<file path="src/rtl/core/lmrss_pkg.sv">
`timescale 1ns / 1ps

package lmrss_pkg;

  // Fixed field widths
  localparam int DATA_W    = 8;
  localparam int ROWS_ON_W = 8;

  // Byte shifted for every pixel slot during init
  localparam logic [DATA_W-1:0] FILL_BYTE = 8'hFF;

  // Result index (within a row) at which the row lines go dark
  localparam int DARK_IDX = 5;

  // Input item kinds
  typedef enum logic [1:0] {
    KIND_WRITE   = 2'd0,
    KIND_REFRESH = 2'd1,
    KIND_INIT    = 2'd2
  } kind_t;

  // Result action codes
  localparam logic ACT_SHIFT = 1'b0;
  localparam logic ACT_LATCH = 1'b1;

  // Bank select codes
  localparam logic BANK_ZERO = 1'b0;
  localparam logic BANK_ONE  = 1'b1;

  // Controller states
  typedef enum logic [1:0] {
    ST_IDLE,
    ST_SHIFT,
    ST_LATCH
  } state_t;

  // Commands from controller to datapath
  typedef struct packed {
    logic wr_en;
    logic start_refresh;
    logic start_init;
    logic issue_shift;
    logic issue_latch;
  } cmd_t;

  // Status from datapath to controller
  typedef struct packed {
    logic adv;
    logic shift_last;
  } status_t;

endpackage

</file>
<file path="src/rtl/core/led_matrix_row_scan_shifter_top.sv">
`timescale 1ns / 1ps

// Row-scan driver for an RGB LED matrix behind a serial column driver.
// Input channel (in_valid / in_stall): kind 0 writes in_byte_value to frame
// byte in_byte_address (24*row + 3*col + channel); kind 1 refreshes the next
// row; kind 2 blanks the rows and fills bank zero with 0xFF. Kind 3 and
// writes past the frame are dropped.
// Result channel (out_valid / out_stall): one item per shifted byte, then a
// latch item with out_last set. Refresh runs columns high to low, blue,
// green, red per pixel, bank select high; rows go dark at the sixth byte and
// the latch lights the refreshed row.
// Sequence: a write is stored when accepted. A refresh or init is accepted,
// then its 3*COLS shift results are issued, latch last, one per cycle while
// the receiver does not stall, from the single frame read port. Each result
// passes stage 1 and the output stage. Only one item is worked on at a time.
// A receiver stall freezes the whole result pipeline and holds out_* steady.
// Reset (synchronous, rst_n low) returns to row 0 with all rows off and
// empties the pipeline; frame contents are kept and need writing before use.

module led_matrix_row_scan_shifter_top #(
  parameter int ROWS = 8,
  parameter int COLS = 8
) (
  input  logic                            clk,
  input  logic                            rst_n,
  input  logic                            in_valid,
  output logic                            in_stall,
  input  logic [1:0]                      in_kind,
  input  logic [7:0]                      in_byte_address,
  input  logic [lmrss_pkg::DATA_W-1:0]    in_byte_value,
  output logic                            out_valid,
  input  logic                            out_stall,
  output logic                            out_action,
  output logic [lmrss_pkg::DATA_W-1:0]    out_data_byte,
  output logic                            out_bank_select,
  output logic [lmrss_pkg::ROWS_ON_W-1:0] out_rows_on,
  output logic                            out_last
);

  lmrss_pkg::cmd_t    cmd;
  lmrss_pkg::status_t status;

  // Sequencer
  lmrss_ctrl u_ctrl (
    .clk      (clk),
    .rst_n    (rst_n),
    .in_valid (in_valid),
    .in_kind  (in_kind),
    .in_stall (in_stall),
    .status   (status),
    .cmd      (cmd)
  );

  // Frame store, scan counters and result pipeline
  lmrss_datapath #(
    .ROWS (ROWS),
    .COLS (COLS)
  ) u_datapath (
    .clk             (clk),
    .rst_n           (rst_n),
    .cmd             (cmd),
    .status          (status),
    .in_byte_address (in_byte_address),
    .in_byte_value   (in_byte_value),
    .out_stall       (out_stall),
    .out_valid       (out_valid),
    .out_action      (out_action),
    .out_data_byte   (out_data_byte),
    .out_bank_select (out_bank_select),
    .out_rows_on     (out_rows_on),
    .out_last        (out_last)
  );

endmodule

</file>
<file path="src/rtl/core/lmrss_ctrl.sv">
`timescale 1ns / 1ps

module lmrss_ctrl (
  input  logic              clk,
  input  logic              rst_n,
  input  logic              in_valid,
  input  logic [1:0]        in_kind,
  output logic              in_stall,
  input  lmrss_pkg::status_t status,
  output lmrss_pkg::cmd_t    cmd
);

  lmrss_pkg::state_t state_r;
  lmrss_pkg::state_t state_nxt;
  lmrss_pkg::kind_t  kind;

  assign kind = lmrss_pkg::kind_t'(in_kind);

  // State register
  always_ff @(posedge clk) begin
    if (!rst_n) begin
      state_r <= lmrss_pkg::ST_IDLE;
    end else begin
      state_r <= state_nxt;
    end
  end

  // Next state
  always_comb begin
    state_nxt = state_r;
    case (state_r)
      lmrss_pkg::ST_IDLE: begin
        if (in_valid && (kind inside {lmrss_pkg::KIND_REFRESH, lmrss_pkg::KIND_INIT})) begin
          state_nxt = lmrss_pkg::ST_SHIFT;
        end
      end
      lmrss_pkg::ST_SHIFT: begin
        if (status.adv && status.shift_last) begin
          state_nxt = lmrss_pkg::ST_LATCH;
        end
      end
      lmrss_pkg::ST_LATCH: begin
        if (status.adv) begin
          state_nxt = lmrss_pkg::ST_IDLE;
        end
      end
      default: state_nxt = lmrss_pkg::ST_IDLE;
    endcase
  end

  // Outputs: take items only when idle, issue one result per free slot
  always_comb begin
    cmd      = '0;
    in_stall = 1'b1;
    case (state_r)
      lmrss_pkg::ST_IDLE: begin
        in_stall = 1'b0;
        if (in_valid) begin
          case (kind)
            lmrss_pkg::KIND_WRITE:   cmd.wr_en         = 1'b1;
            lmrss_pkg::KIND_REFRESH: cmd.start_refresh = 1'b1;
            lmrss_pkg::KIND_INIT:    cmd.start_init    = 1'b1;
            default: ;
          endcase
        end
      end
      lmrss_pkg::ST_SHIFT: cmd.issue_shift = status.adv;
      lmrss_pkg::ST_LATCH: cmd.issue_latch = status.adv;
      default: ;
    endcase
  end

endmodule

</file>
<file path="src/rtl/core/lmrss_datapath.sv">
`timescale 1ns / 1ps

module lmrss_datapath #(
  parameter int ROWS = 8,
  parameter int COLS = 8
) (
  input  logic                             clk,
  input  logic                             rst_n,
  input  lmrss_pkg::cmd_t                  cmd,
  output lmrss_pkg::status_t               status,
  input  logic [7:0]                       in_byte_address,
  input  logic [lmrss_pkg::DATA_W-1:0]     in_byte_value,
  input  logic                             out_stall,
  output logic                             out_valid,
  output logic                             out_action,
  output logic [lmrss_pkg::DATA_W-1:0]     out_data_byte,
  output logic                             out_bank_select,
  output logic [lmrss_pkg::ROWS_ON_W-1:0]  out_rows_on,
  output logic                             out_last
);

  localparam int ROW_BYTES   = COLS * 3;
  localparam int FRAME_BYTES = ROWS * ROW_BYTES;
  localparam int MEM_AW      = $clog2(FRAME_BYTES);
  localparam int ROW_W       = $clog2(ROWS);
  localparam int K_W         = $clog2(ROW_BYTES);

  // Frame store
  logic [lmrss_pkg::DATA_W-1:0] mem [FRAME_BYTES];
  logic [lmrss_pkg::DATA_W-1:0] mem_q_r;

  // Scan state
  logic [ROW_W-1:0]                  scan_row_r;
  logic [MEM_AW-1:0]                 row_base_r;
  logic [lmrss_pkg::ROWS_ON_W-1:0]   row_mask_r;
  logic                              mode_refresh_r;
  logic [K_W-1:0]                    k_r;
  logic [MEM_AW-1:0]                 ptr_r;

  // Stage 1 (read) and output stage
  logic                              s1_valid_r;
  logic                              s1_action_r;
  logic                              s1_bank_r;
  logic [lmrss_pkg::ROWS_ON_W-1:0]   s1_rows_r;
  logic                              s1_last_r;
  logic                              s1_use_mem_r;
  logic [lmrss_pkg::DATA_W-1:0]      s1_const_r;

  logic                              out_valid_r;
  logic                              out_action_r;
  logic [lmrss_pkg::DATA_W-1:0]      out_data_r;
  logic                              out_bank_r;
  logic [lmrss_pkg::ROWS_ON_W-1:0]   out_rows_r;
  logic                              out_last_r;

  logic                              adv;
  logic                              wr_in_range;
  logic [lmrss_pkg::ROWS_ON_W-1:0]   latch_mask;
  logic [lmrss_pkg::ROWS_ON_W-1:0]   shift_rows;
  logic [lmrss_pkg::ROWS_ON_W-1:0]   latch_rows;

  // Pipeline moves whenever the output slot is empty or being taken
  assign adv = !out_valid_r || !out_stall;

  assign status.adv        = adv;
  assign status.shift_last = (k_r == K_W'(ROW_BYTES - 1));

  assign wr_in_range = (32'(in_byte_address) < FRAME_BYTES);

  // One-hot line for the current row; rows past the mask width have none
  always_comb begin
    for (int i = 0; i < lmrss_pkg::ROWS_ON_W; i++) begin
      latch_mask[i] = (32'(scan_row_r) == 32'(i));
    end
  end

  // Rows go dark from the red byte of the second column on
  assign shift_rows = (k_r >= K_W'(lmrss_pkg::DARK_IDX)) ? '0 : row_mask_r;
  assign latch_rows = mode_refresh_r ? latch_mask : row_mask_r;

  // Frame write
  always_ff @(posedge clk) begin
    if (cmd.wr_en && wr_in_range) begin
      mem[MEM_AW'(in_byte_address)] <= in_byte_value;
    end
  end

  // Frame read, registered
  always_ff @(posedge clk) begin
    if (adv && cmd.issue_shift && mode_refresh_r) begin
      mem_q_r <= mem[ptr_r];
    end
  end

  // Row counter, row base and row lines
  always_ff @(posedge clk) begin
    if (!rst_n) begin
      scan_row_r     <= '0;
      row_base_r     <= '0;
      row_mask_r     <= '0;
      mode_refresh_r <= 1'b0;
    end else begin
      if (cmd.start_refresh) begin
        mode_refresh_r <= 1'b1;
      end
      if (cmd.start_init) begin
        mode_refresh_r <= 1'b0;
        row_mask_r     <= '0;
      end
      if (cmd.issue_shift && mode_refresh_r && (k_r == K_W'(lmrss_pkg::DARK_IDX))) begin
        row_mask_r <= '0;
      end
      if (cmd.issue_latch && mode_refresh_r) begin
        row_mask_r <= latch_mask;
        if (scan_row_r == ROW_W'(ROWS - 1)) begin
          scan_row_r <= '0;
          row_base_r <= '0;
        end else begin
          scan_row_r <= scan_row_r + 1'b1;
          row_base_r <= row_base_r + MEM_AW'(ROW_BYTES);
        end
      end
    end
  end

  // Byte counter and read pointer: addresses run down from the row's top byte
  always_ff @(posedge clk) begin
    if (cmd.start_refresh || cmd.start_init) begin
      k_r   <= '0;
      ptr_r <= row_base_r + MEM_AW'(ROW_BYTES - 1);
    end else if (cmd.issue_shift) begin
      k_r   <= k_r + 1'b1;
      ptr_r <= ptr_r - 1'b1;
    end
  end

  // Stage 1 control
  always_ff @(posedge clk) begin
    if (!rst_n) begin
      s1_valid_r <= 1'b0;
    end else if (adv) begin
      s1_valid_r <= cmd.issue_shift || cmd.issue_latch;
    end
  end

  // Stage 1 payload
  always_ff @(posedge clk) begin
    if (adv) begin
      s1_action_r  <= cmd.issue_latch ? lmrss_pkg::ACT_LATCH : lmrss_pkg::ACT_SHIFT;
      s1_bank_r    <= mode_refresh_r ? lmrss_pkg::BANK_ONE : lmrss_pkg::BANK_ZERO;
      s1_rows_r    <= cmd.issue_latch ? latch_rows : shift_rows;
      s1_last_r    <= cmd.issue_latch;
      s1_use_mem_r <= cmd.issue_shift && mode_refresh_r;
      s1_const_r   <= cmd.issue_shift ? lmrss_pkg::FILL_BYTE : '0;
    end
  end

  // Output stage control
  always_ff @(posedge clk) begin
    if (!rst_n) begin
      out_valid_r <= 1'b0;
    end else if (adv) begin
      out_valid_r <= s1_valid_r;
    end
  end

  // Output stage payload
  always_ff @(posedge clk) begin
    if (adv) begin
      out_action_r <= s1_action_r;
      out_data_r   <= s1_use_mem_r ? mem_q_r : s1_const_r;
      out_bank_r   <= s1_bank_r;
      out_rows_r   <= s1_rows_r;
      out_last_r   <= s1_last_r;
    end
  end

  assign out_valid       = out_valid_r;
  assign out_action      = out_action_r;
  assign out_data_byte   = out_data_r;
  assign out_bank_select = out_bank_r;
  assign out_rows_on     = out_rows_r;
  assign out_last        = out_last_r;

endmodule

</file>
<file path="config.mk">
export PLATFORM = sky130hd
export DESIGN_NAME = led_matrix_row_scan_shifter_top
export DESIGN_NICKNAME = d
export VERILOG_FILES = /design/src/rtl/core/lmrss_pkg.sv /design/src/rtl/core/led_matrix_row_scan_shifter_top.sv /design/src/rtl/core/lmrss_ctrl.sv /design/src/rtl/core/lmrss_datapath.sv
export SDC_FILE = /design/constraint.sdc
export NUM_CORES = 2
export LEC_CHECK = 0
export BUFFER_PORTS_ARGS = -buffer_cell sky130_fd_sc_hd__buf_2
export CORE_ASPECT_RATIO = 0.8
export CORE_UTILIZATION = 35
export DETAILED_ROUTE_END_ITERATION = 8
export HOLD_SLACK_MARGIN = 0.03
export PLACE_DENSITY = 0.51
export SYNTH_ARGS = -nofsm -noshare
export SYNTH_HDL_FRONTEND = slang
export SYNTH_SLANG_ARGS = --single-unit
</file>
<file path="constraint.sdc">
create_clock -name clk -period 2.7 [get_ports clk]
set_input_delay 0.405 -clock clk [delete_from_list [all_inputs] [get_ports clk]]
set_output_delay 0.405 -clock clk [all_outputs]
set_load 0.05 [all_outputs]
</file>
# Word-level counts from Yosys, hierarchy flattened
# Memories as Yosys holds them, arrays and structs flattened. A register that Yosys moved wholly into a read port is not among the register bits.
# Index checks and enable logic that the tools add are counted.
[classes] eq_ne=16 n_bitwise=1 n_mux=28 magnitude_cmp=2 reduce_logical=21 add_sub_neg=5
[op_table] op="8-bit 2-to-1 mux" count=11
[op_table] op="8-bit by 5-bit adder with 8-bit output, second input constant" count=2
[op_table] op="3-bit == test, second input constant" count=4
[op_table] op="1-bit 2-to-1 mux" count=10
[op_table] op="3-bit 2-to-1 mux" count=3
[op_table] op="1-bit logical AND" count=8
[op_table] op="8-bit less-than comparator, second input constant" count=1
[op_table] op="8-bit by 1-bit subtractor with 8-bit output, second input constant" count=1
[op_table] op="3-bit by 2-bit == test with 1-bit output, second input constant" count=2
[op_table] op="2-bit 2-to-1 mux" count=3
[op_table] op="2-bit by 1-bit inequality test with 1-bit output, second input constant" count=3
[op_table] op="2-bit one-hot mux with 3 select lines" count=1
[op_table] op="5-bit by 1-bit adder with 5-bit output, second input constant" count=1
[op_table] op="5-bit by 3-bit == test with 1-bit output, second input constant" count=1
[op_table] op="5-bit == test, second input constant" count=1
[op_table] op="5-bit by 3-bit greater-or-equal comparator with 1-bit output, second input constant" count=1
[op_table] op="2-bit by 1-bit == test with 1-bit output, second input constant" count=2
[op_table] op="2-bit == test, second input constant" count=2
[op_table] op="2-bit zero test" count=2
[op_table] op="2-bit nonzero test" count=2
[op_table] op="3-bit by 1-bit adder with 3-bit output, second input constant" count=1
[op_table] op="3-bit by 1-bit == test with 1-bit output, second input constant" count=1
[op_table] op="3-bit zero test" count=1
[op_table] op="1-bit logical OR" count=3
[op_table] op="5 further kinds" count=6
[word_totals] ram_bits=1536 mem_count=1 out_inout_bits=21 ff_bits=76
[memory_table] name="u_datapath.mem" depth=192 width=8 rd=1 rd_ports_with_merged_regs=1 wr=1 line="lmrss_datapath.sv:29" text="logic [lmrss_pkg::DATA_W-1:0] mem [FRAME_BYTES];"

# Depth between registers and ports, before layout
[depth] word_depth=7 ltp_mapped=12

# Modules after synthesis
# A second synthesis with hierarchy kept.
[hier_totals] hier_cells=3090 area_unflattened_um2=62846.5
[by_module_without_submodules] mod="lmrss_datapath" cells_per_inst=3070 area_each_um2=62667.6 instances=1
[by_module_without_submodules] mod="lmrss_ctrl" cells_per_inst=20 area_each_um2=178.9 instances=1

# Worst setup path after synthesis
# Ideal clock, no wire load.
[synth_timing] path_type="register to register" startpoint="register u_datapath.out_valid_r, in the netlist u_datapath.out_valid" endpoint="register u_datapath.s1_rows_r[4] in the netlist's numbering (data pin)" arrival_ns=2.445 slack_ns=-0.002 path_stages_with_launch=6 synth_period_minus_slack_ns=2.702 n_path_buf=2 cell_sequence="dfxtp_1 nand2_1 and3_1 clkbuf_1 clkbuf_1 a32o_1"
[synth_via] elab_chain_cells=4
[synth_lines] item="start: declaration" line="lmrss_datapath.sv:49" text="logic out_valid_r;"
[synth_lines] item="start signal: assignment" line="lmrss_datapath.sv:163" text="out_valid_r <= s1_valid_r;"
[synth_lines] item="1-bit zero test" line="lmrss_datapath.sv:63" text="assign adv = !out_valid_r || !out_stall;"
[synth_lines] item="1-bit logical OR" line="lmrss_datapath.sv:63"
[synth_lines] item="net u_datapath.adv" line="lmrss_datapath.sv:56" text="logic adv;"
[synth_lines] item="1-bit 2-to-1 mux" line="lmrss_ctrl.sv:55" text="case (state_r)"
[synth_lines] item="8-bit 2-to-1 mux" line="lmrss_datapath.sv:151" text="s1_rows_r <= cmd.issue_latch ? latch_rows : shift_rows;"
[synth_lines] item="end signal: assignment" line="lmrss_datapath.sv:151"
[synth_lines] item="end: declaration" line="lmrss_datapath.sv:44" text="logic [lmrss_pkg::ROWS_ON_W-1:0] s1_rows_r;"
# The timed path passes the listed nets, and every way through them passes these cells.
# A chain may end at the register's enable or synchronous reset.

==> impl_metrics.json <==
{
  "stdcell_count": 6215,
  "dr_wl_met3_mm": 18.03,
  "avgRoutedWirePerCell_microns": 29.82,
  "die_y_microns": 380.7,
  "multiInputGateArea_sq_um": 14060,
  "async_flop_share_pct": 0,
  "drtIter0Drc": 3742,
  "ios": 43,
  "ys.flop_type": "edfxtp_1",
  "cts-htree-levels": 4,
  "yosysTopAreaCell": "edfxtp_1",
  "dp_hpwl_mm": 122.3,
  "wl_met1_mm": 84.67,
  "cts_sinks": 1608,
  "synth_compound_area_share_pct": 2.693,
  "setup_viol": 8,
  "syn_nets": 3043,
  "finalNetCount": 3741,
  "min_path_type": "in -> reg",
  "num_rows": 138,
  "dp_cells": 5869,
  "synth_fa_ha_area_share_pct": 0.2593,
  "nFillCells": 15460,
  "place_congestion": 0.8372,
  "final.setup.worst_slack_ns": -0.4285,
  "crit_path_end_kind": "flip-flop",
  "hold_viol": 0,
  "first_pass_iters": 9,
  "fmax_mhz": 319.6,
  "die_width_microns": 475.3,
  "core_sq_um": 177500,
  "synth_xor_area_share_pct": 0.2373,
  "seq_area_sq_um": 48030,
  "syn-cell-area_sq_um": 62730,
  "path_clk_slew_ns": 0.06,
  "postSynthCellCount": 3008,
  "dieArea_sq_um": 180900,
  "drtAntennaViolNets": 0,
  "synth-edff-count": 1582,
  "highest_layer": "met5",
  "path_cells": "buf_6 -> buf_12 -> buf_6 -> buf_8 -> buf_8 -> mux4_2 -> a222oi_1 -> a211oi_1 -> o2111a_1",
  "peakVddDrop_v": 0.0006073,
  "synthMuxAreaShare_pct": 15.52,
  "power_mw": 55.87,
  "tightestPinTransition_ns": 0.8402,
  "num_vias": 33320,
  "cts_tree": "done",
  "clock_latency_ns": 0.82,
  "p_per_area_nw_per_um2": 726.9,
  "ys_types": 66,
  "grtUsageTotal_pct": 20.46,
  "synth.top_cell.area_share_pct": 75.73,
  "required_ns": 3.27,
  "cts.path.max_buffers": 3,
  "cp.arrival_ns": 3.70,
  "crit_buf_inv": 5,
  "synthMostInstantiatedCell": "edfxtp_1",
  "drc_errors": 0,
  "cts-root-buf": "clkbuf_16",
  "grt_pass1_wl_mm": 258.2,
  "yosys_warnings": 0,
  "gr-total-overflow": 0,
  "yosysSeqAreaShare_pct": 76.56,
  "ys_seq_elements": 1608,
  "setup.worst_path.class": "reg -> reg",
  "status": "finished, violations left",
  "synth_top_family_by_area": "multiplexers",
  "ys_top_cells_by_area": "edfxtp_1, mux4_2, mux2i_1",
  "fin_crit_sh_pct": 115.9,
  "grt_max_degree": 109,
  "cts_made_buffers": 158,
  "drive_above_1_share_pct": 36.47,
  "syn_to_final_growth_pct": 22.51,
  "antenna_found_initial": 6,
  "via_per_inst": 5.361,
  "finClkSkew_ns": 0.03378,
  "final-max-slew-violation-count": 0,
  "period_needed_ns": 3.129,
  "routed_wirelength_mm": 185.3,
  "p_leak_nw": 25.49,
  "synth_common_cells": "edfxtp_1, mux4_2, nor2_1",
  "start_kind": "flip-flop",
  "route.met2.wl_mm": 79.36,
  "crit_family": "compound AO/OA/AOI/OAI gates",
  "syn_area_per_cell_sq_um": 20.85,
  "crit_slowest_cell": "a222oi_1",
  "violations": "setup timing",
  "timing.setup.tns_ns": -2.759,
  "placement.io_buffers": 42,
  "rsz0062_at_grt": "yes",
  "cap_viol_max_count": 0,
  "grt_pass1_vias": 32770,
  "start_util_pct": 35.34,
  "slowest_delay_ns": 0.77,
  "yosys.area_share.simple_pct": 3.068,
  "crit_path_max_fanout": 6,
  "slew_headroom_pct": 43.99
}
==> logic make-up after synthesis <==
family / after synthesis
buffers and inverters: 194
muxes: 499
AOI/OAI and AO/OA: 234
xor gates and xnor gates: 17
and+or+nand+nor: 443
adders and majority gates: 13
DFF: 1608
==> layout by cell type, fill, tap and decap left out, types with 10 or more instances in the layout <==
master / netlist / layout
clkbuf_1: 80 / 33
clkinv_1: 1 / 32
edfxtp_1: 1582 / 1582
o21ai_0: 23 / 18
buf_4: 22 / 554
a21oi_1: 39 / 34
dfxtp_1: 26 / 26
buf_12: 0 / 81
ha_1: 13 / 13
a211oi_1: 13 / 10
o22ai_1: 20 / 18
buf_2: 42 / 34
clkbuf_16: 0 / 162
mux4_2: 378 / 378
buf_6: 24 / 22
inv_1: 14 / 13
o211ai_1: 11 / 11
xnor2_1: 11 / 11
dlygate4sd3_1: 0 / 10
o221ai_1: 19 / 19
nand2_1: 96 / 92
a22oi_1: 33 / 29
nor2b_1: 23 / 21
nand3_1: 24 / 20
nor3_1: 21 / 15
mux2i_1: 111 / 107
clkinv_2: 0 / 26
nor2_1: 230 / 226
==> per-stage QoR <==
step / utilization (%) / cell area [sq um] / worst slack (ns) / hold slack [ns]
after floorplan: - / 62730 / 0.08772 / 0.4003
after global placement: 39.76 / 70570 / -0.7386 / 0.4031
after detailed placement: 39.76 / 70570 / -0.6892 / 0.4045
after CTS: 43.08 / 76460 / -0.3571 / 0.04416
after global routing: 43.30 / 76850 / -0.4130 / 0.05308
final: 43.30 / 76850 / -0.4285 / 0.06586
==> per-layer routing <==
layer	up-vias	GRT usage, %
met4	2	4.567
met3	195	6.752
li1	13890	-
met1	17860	30.60
met5	-	0
met2	1375	28.69
==> flip-flops by register name (all words and copies together), names as in the netlist, 2 cells and up <==
signal and flops:
u_datapath.row_mask_r 8, u_ctrl.state_r 2, u_datapath.mem 1536, u_datapath.out_data_byte 8, u_datapath.s1_rows_r 8, u_datapath.out_rows_on 8
u_datapath.ptr_r 8, u_datapath.mem_q_r 8, u_datapath.row_base_r 5, u_datapath.k_r 5, u_datapath.scan_row_r 3
==> final cells by class <==
| cell class | instances | area share, % |
|---|---|---|
| diodes | 2 | 0.006512 |
| clock buffers | 197 | 5.443 |
| clock inverters | 90 | 1.118 |
| inverters | 16 | 0.08140 |
| multi-input cells | 1206 | 18.30 |
| flip-flops and latches | 1608 | 62.49 |
| well taps | 2380 | 3.875 |
| repair buffers | 716 | 8.684 |
==> worst register-to-register path, cell delays in order (launching register included) <==
cell and delay [ns]:
edfxtp_1 0.38, buf_6 0.12, buf_12 0.14, buf_6 0.23
buf_8 0.15, buf_8 0.09, mux4_2 0.57, a222oi_1 0.77
a211oi_1 0.18, o2111a_1 0.26
==> final timing paths <==
check                                                 end  cells past startpoint  slack, ns                    start
worst min register to register  u_datapath.out_rows_on[7]                      0       0.41  u_datapath.s1_rows_r[7]
worst min-delay path                 u_datapath.mem[5][1]                      1       0.07         in_byte_value[1]
worst max-delay path                u_datapath.mem_q_r[3]                      9      -0.43      u_datapath.ptr_r[0]
worst max register to register      u_datapath.mem_q_r[3]                      9      -0.43      u_datapath.ptr_r[0]
==> power breakdown <==
| group | switching (mW) | leakage (nW) | internal (mW) |
|---|---|---|---|
| clock network | 9.71 | 2.45 | 12.0 |
| logic | 3.79 | 8.53 | 2.82 |
| registers | 0.0646 | 14.5 | 27.5 |
==> what timing repair did <==
item | CTS | global route
hold buffers | 10 | 0
pin swaps | 6 | 15
setup buffers | 32 | 13
gates resized for setup | 70 | 58
cloned | 4 | 2
endpoints found under the hold margin | 124 | 0
endpoints found under the setup margin | 8 | 18
Note: power is estimated with default switching activity, not from simulation.
